$ cat config.mk
export PLATFORM = sky130hd
export DESIGN_NAME = dart_ctrl
export DESIGN_NICKNAME = d
export VERILOG_FILES = /design/src/design/dart_pkg.sv /design/src/design/dart_ctrl.sv
export SDC_FILE = /design/constraint.sdc
export NUM_CORES = 1
export LEC_CHECK = 0
export BUFFER_PORTS_ARGS = -buffer_cell sky130_fd_sc_hd__buf_2
export CORE_UTILIZATION = 45
export DETAILED_ROUTE_END_ITERATION = 8
export PLACE_DENSITY = 0.79
export SLEW_MARGIN = 30
export SYNTH_ARGS = -nofsm -noshare
export SYNTH_HDL_FRONTEND = slang
export SYNTH_SLANG_ARGS = --single-unit
$ cat constraint.sdc
create_clock -name aclk -period 3.1 [get_ports aclk]
set_input_delay 0.155 -clock aclk [delete_from_list [all_inputs] [get_ports aclk]]
set_output_delay 0.155 -clock aclk [all_outputs]
set_load 0.05 [all_outputs]
$ cat src/design/dart_pkg.sv
`default_nettype none
// ----------------------------------------------------------------------------
// dart_pkg: shared types and constants for the delta address result table
// Request codes, sizing defaults and the controller/datapath command bundle.
// ----------------------------------------------------------------------------
package dart_pkg;

    localparam int unsigned MAX_ENTRIES_DEF = 4096;
    localparam int unsigned MAX_LANES_DEF   = 64;
    localparam int unsigned LANE_SPAN_DEF   = 65535;

    localparam logic [15:0] OFFSET_MASK = 16'hFFFF;

    localparam logic [2:0] REQ_ADD    = 3'd0;
    localparam logic [2:0] REQ_GET    = 3'd1;
    localparam logic [2:0] REQ_SEARCH = 3'd2;
    localparam logic [2:0] REQ_RANGE  = 3'd3;
    localparam logic [2:0] REQ_CLEAR  = 3'd4;

    // Datapath operation selects.
    typedef enum logic [3:0] {
        OP_NONE,
        OP_LATCH,      // capture request
        OP_ADD_CHECK,  // read current lane base
        OP_ADD_WRITE,  // decide lane, write entry
        OP_RD_ENTRY,   // read entry at rd index
        OP_RD_BASE,    // read lane base of that entry
        OP_ADDR,       // form full address
        OP_GET_DONE,
        OP_SRCH_INIT,
        OP_SRCH_STEP,  // compare mid address, narrow bounds
        OP_SRCH_DONE,
        OP_RNG_FIRST,  // capture start, aim at last entry
        OP_RNG_DONE,
        OP_CLEAR,
        OP_BAD
    } dart_op_t;

    typedef struct packed {
        dart_op_t   op;
        logic       rd_last;   // read address select: last entry instead of index/mid
        logic       rd_mid;
    } dart_cmd_t;

    typedef struct packed {
        logic [2:0] req;
        logic       srch_busy; // lo < hi
    } dart_status_t;

endpackage
`default_nettype wire

$ cat src/design/dart_ctrl.sv
`default_nettype none
// ----------------------------------------------------------------------------
// dart_ctrl: request sequencer
// Walks each request through its read and compare steps, then holds the result.
// ----------------------------------------------------------------------------
module dart_ctrl (
    input  wire logic                   aclk,
    input  wire logic                   aresetn,
    input  wire logic                   s_valid,
    output logic                        s_ready,
    output logic                        m_valid,
    input  wire logic                   m_ready,
    input  wire dart_pkg::dart_status_t status,
    output dart_pkg::dart_cmd_t         cmd
);
    typedef enum logic [3:0] {
        ST_IDLE, ST_DISPATCH, ST_ADD_WR, ST_RD_ENTRY, ST_RD_BASE, ST_ADDR,
        ST_SRCH_TEST, ST_RNG_LAST, ST_FINISH, ST_OUT
    } state_t;

    state_t state_reg, state_next;
    logic   last_reg, last_next;      // range request is on its second read
    logic   m_valid_next;

    always_comb begin
        state_next   = state_reg;
        last_next    = last_reg;
        m_valid_next = m_valid;
        cmd.op       = dart_pkg::OP_NONE;
        cmd.rd_last  = last_reg;
        cmd.rd_mid   = status.req == dart_pkg::REQ_SEARCH;
        s_ready      = state_reg == ST_IDLE;
        case (state_reg)
            ST_IDLE: begin
                if (s_valid) begin
                    cmd.op     = dart_pkg::OP_LATCH;
                    last_next  = 1'b0;
                    state_next = ST_DISPATCH;
                end
            end
            ST_DISPATCH: begin
                case (status.req)
                    dart_pkg::REQ_ADD: begin
                        cmd.op = dart_pkg::OP_ADD_CHECK;
                        state_next = ST_ADD_WR;
                    end
                    dart_pkg::REQ_GET, dart_pkg::REQ_RANGE: state_next = ST_RD_ENTRY;
                    dart_pkg::REQ_SEARCH: begin
                        cmd.op = dart_pkg::OP_SRCH_INIT;
                        state_next = ST_SRCH_TEST;
                    end
                    dart_pkg::REQ_CLEAR: begin
                        cmd.op = dart_pkg::OP_CLEAR;
                        state_next = ST_OUT;
                        m_valid_next = 1'b1;
                    end
                    default: begin
                        cmd.op = dart_pkg::OP_BAD;
                        state_next = ST_OUT;
                        m_valid_next = 1'b1;
                    end
                endcase
            end
            ST_ADD_WR: begin
                cmd.op = dart_pkg::OP_ADD_WRITE;
                state_next = ST_OUT;
                m_valid_next = 1'b1;
            end
            ST_SRCH_TEST: begin
                state_next = status.srch_busy ? ST_RD_ENTRY : ST_FINISH;
            end
            ST_RD_ENTRY: begin
                cmd.op = dart_pkg::OP_RD_ENTRY;
                state_next = ST_RD_BASE;
            end
            ST_RD_BASE: begin
                cmd.op = dart_pkg::OP_RD_BASE;
                state_next = ST_ADDR;
            end
            ST_ADDR: begin
                cmd.op = dart_pkg::OP_ADDR;
                if (status.req == dart_pkg::REQ_SEARCH) begin
                    state_next = ST_FINISH;
                end else if (status.req == dart_pkg::REQ_RANGE && !last_reg) begin
                    state_next = ST_RNG_LAST;
                end else begin
                    state_next = ST_FINISH;
                end
            end
            ST_RNG_LAST: begin
                cmd.op = dart_pkg::OP_RNG_FIRST;
                last_next = 1'b1;
                state_next = ST_RD_ENTRY;
            end
            ST_FINISH: begin
                if (status.req == dart_pkg::REQ_SEARCH) begin
                    if (status.srch_busy && !last_reg) begin
                        cmd.op = dart_pkg::OP_SRCH_STEP;
                        last_next = 1'b1;
                    end else begin
                        cmd.op = dart_pkg::OP_SRCH_DONE;
                        m_valid_next = 1'b1;
                        state_next = ST_OUT;
                    end
                    if (status.srch_busy && !last_reg) state_next = ST_SRCH_TEST;
                end else begin
                    cmd.op = (status.req == dart_pkg::REQ_GET) ? dart_pkg::OP_GET_DONE
                                                               : dart_pkg::OP_RNG_DONE;
                    m_valid_next = 1'b1;
                    state_next = ST_OUT;
                end
            end
            ST_OUT: begin
                if (m_ready) begin
                    m_valid_next = 1'b0;
                    state_next = ST_IDLE;
                end
            end
            default: state_next = ST_IDLE;
        endcase
        // Search: last_reg marks "step already taken for this probe".
        if (state_reg == ST_SRCH_TEST) begin
            last_next = 1'b0;
        end
        if (status.req == dart_pkg::REQ_SEARCH) begin
            cmd.rd_last = 1'b0;
        end
    end

    always_ff @(posedge aclk) begin
        if (!aresetn) begin
            state_reg <= ST_IDLE;
            last_reg  <= 1'b0;
            m_valid   <= 1'b0;
        end else begin
            state_reg <= state_next;
            last_reg  <= last_next;
            m_valid   <= m_valid_next;
        end
    end
endmodule
`default_nettype wire

==> results by group <==
Route
  – 1st-iter DRT viols: 33
  – Post-route ant nets: 0
  – Pre-antenna DRT Iters: 4
  – Vias per Instance: 6.162
  – Final wirelength: about 1700 um
  – Via count: ~800
  – DRC: 0
  – Routed len/inst: 13.14 um

Timing
  – Hold WS: approximately 0.18 ns
  – Final setup fails: 0
  – Setup TNS: 0 ns
  – Slew @ Worst Pin: about 0.69 ns
  – RSZ-0062 raised after global routing: false
  – Clk_skew: 0.003173 ns
  – Max Transition Viols Final: 0
  – Max-slew headroom: between 50% and 60%
  – Period utilization: 72.02%
  – Peak Freq: about 450 MHz
  – Fin. Hold Viols: 0
  – Final Critical Period: 2.233 ns

Pwr
  – Combinational group share of total power: 62.0%
  – Flop pwr share: 25.5%
  – Power per cell area: around 670 nW/um^2
  – Pint: roughly 250 uW
  – Pleak: between 0.0003 and 0.0004 uW
  – Clock Power Share: 12.5%
  – Switching share of total power: between 50% and 60%
  – Maximum vdd ir drop: 0.2315 mV
  – P_sw: 289.3 uW
  – Tot Pwr: around 540 uW

Clocking
  – Sink Count: 6
  – Hold-fix buffers at CTS: 0
  – CTS tree: built
  – Bufs on Longest Clock Path: 2
  – Skew-Pair Late Insertion Delay: about 0.24 ns
  – H-tree levels: 1
  – Root Driver: clkbuf_4
  – Clock transition at path regs: about 0.04 ns
  – # resized after CTS: 0
  – Inserted Clock Buffers: 3
  – Postcts setup bufs: 0

Worst setup path
  – Worst path max stage delay: between 0.5 and 0.6 ns
  – Setup crit end kind: output pin
  – Worst path bufs/invs: 1
  – Slowest library cell on the worst path: dfxtp_1
  – WP data arrival: about 2.1 ns
  – CP Cell Sequence: nand2b_1, maj3_2, a221o_1, o22ai_1, buf_2
  – Critical path class: flip-flop to output pin
  – Crit path max fanout: 21
  – Worst setup SP type: flip-flop
  – CP Data Required Time: around 2.9 ns
  – Critical path's top delay family: flip-flops

Synthesis
  – Post-synthesis compound-gate area fraction: roughly a third
  – Synth Instances: between 100 and 150
  – Primary FF master, synth: dfxtp_1
  – Yosys cell types: 43
  – Syn. warnings: 0
  – EDFF count, synth: 0
  – Mux cell area share after synthesis: 0%
  – Top cells by area, synth: dfxtp_1 (17%), o21ai_0 (4.8%), nor2b_1 (4.3%), nand2_1 (4.2%), nor2_1 (3.6%)
  – Syn avg cell area: roughly 7.0 um^2
  – #FFs+latches synth: 6
  – Ys async rst share: 0%
  – Syn_nets: 112
  – Area share of the largest cell type after synthesis: around 17%
  – Largest family of logic cells by synthesized area: simple AND/OR/NAND/NOR gates
  – XOR/XNOR Fraction of Synth Area: ~2.4%
  – Largest area contributor in the netlist: dfxtp_1
  – Synth Cell Area: a little over 700 um^2
  – Synth Area in Adders: under 10%
  – Simple-Gate Fraction of Synth Area: 37.20%
  – Post-synthesis sequential area ratio: roughly 17%

Final layout
  – Area occupied by registers: 120.1 um^2
  – Share of cells above drive strength 1: between 20% and 30%
  – Area Overhead vs Synth: 11.76%
  – Commonest non-fill, non-tap cell in the layout: buf_2
  – Area of the multi-input gates: around 540 um^2
  – Largest register FFs: 4
  – # diodes: 0
  – Final #Nets: roughly 120
  – Fill count: 153
  – Design area: 808.3 um^2
  – Commonest cells after routing, fill and taps aside: buf_2 (15), nand2_1 (8), nor2_1 (7), o21ai_0 (7), dfxtp_1 (6)

Placed design
  – Post-DP HPWL: ~1200 um
  – Post-DP Area: between 700 and 800 um^2
  – Routability cong.: ~0.83
  – Port bufs: 15

Global route
  – First-pass GRT wire length: just under 3000 um
  – Initial antenna violation count: 0
  – Met3 Usage GRT: 3.448%
  – Busiest grt layer: met2
  – Gr ovfl total: 0
  – Largest net degree at the start of global routing: 22
  – Vias in the first global route: a little under 700
  – Met2 GRT Util: 33.44%
  – Global-route usage over all layers: 20.61%
  – GR Util met1: between 20 and 30%

Floorplanning
  – Area of the core: roughly 1500 um^2
  – Row cnt: 14
  – Die Y: 42.09 um
  – DIE WIDTH: roughly 42 um
  – Starting density of the core: 48.01%
  – Die area: 1772 um^2
  – Ports: 16

Run status
  – Status: complete, no violations

Job
  – Max Cap Violations: 0

Hold path
  – Hold crit path type: input port to flip-flop
-- layer usage --
| layer | share of wire (%) | routed length [um] |
|---|---|---|
| met4 | 0 | 0 |
| met3 | 4.8 | 82 |
| met5 | 0 | 0 |
| met2 | 47 | 803 |
| met1 | 48 | 823 |
-- metrics by stage --
step | utilization (%) | worst slack (ns) | cells
finish | 53.65 | 0.8673 | 130
floorplan | - | 1.112 | 104
global placement | 52.16 | 1.176 | 127
CTS | 53.65 | 0.8747 | 130
detailed placement | 52.16 | 1.148 | 127
global route | 53.65 | 0.7487 | 130
-- worst min-delay path: cells and delay by family --
family,cells,cell delay (ns)
AO/OA/AOI/OAI,2,0.11
buffers and inverters,1,0.10
-- final timing paths --
check	end	cells past startpoint	slack (ns)	from
worst min-delay path	last_reg	3	0.18	aresetn
worst max register to register	m_valid	4	1.37	state_reg[1]
worst min register to register	m_valid	1	0.47	m_valid
worst max-delay path	cmd[5]	5	0.87	state_reg[0]
-- layout make-up --
class / count / share of cell area (%)
Inverter: 5 / 2.322
Timing Repair Buffer: 16 / 10.22
Sequential cell: 6 / 14.86
Multi-Input combinational cell: 84 / 67.34
Tap cell: 16 / 2.477
Clock buffer: 3 / 2.786
-- power groups by stage --
stage          sequential (uW)  clock [uW]  combinational [uW]
6_report                   137        67.4                 334
3_3_place_gp               136           0                 331
3_5_place_dp               137           0                 333
4_1_cts                    136        71.2                 334
5_1_grt                    142        80.1                 362
2_1_floorplan              127           0                 277
-- cells by family after synthesis --
family | after synthesis
AO/OA/AOI/OAI | 37
flip-flops | 6
AND/OR/NAND/NOR | 44
buffers and inverters | 14
adder cells (fa/ha/maj) | 1
XOR/XNOR | 2
-- synth_stat cells (2+ instances only) --
library cell  count
a211oi_1          3
a21o_1            3
a21oi_1           3
a31oi_1           4
buf_2             5
clkbuf_1          4
dfxtp_1           6
inv_1             4
nand2_1           8
nand2b_1          4
nand3b_1          3
nor2_1            7
nor2b_1           5
nor3_1            4
o21ai_0           7
o21ai_1           4
o31ai_1           2
or3_1             3
Power figures use the tool's default switching activity.
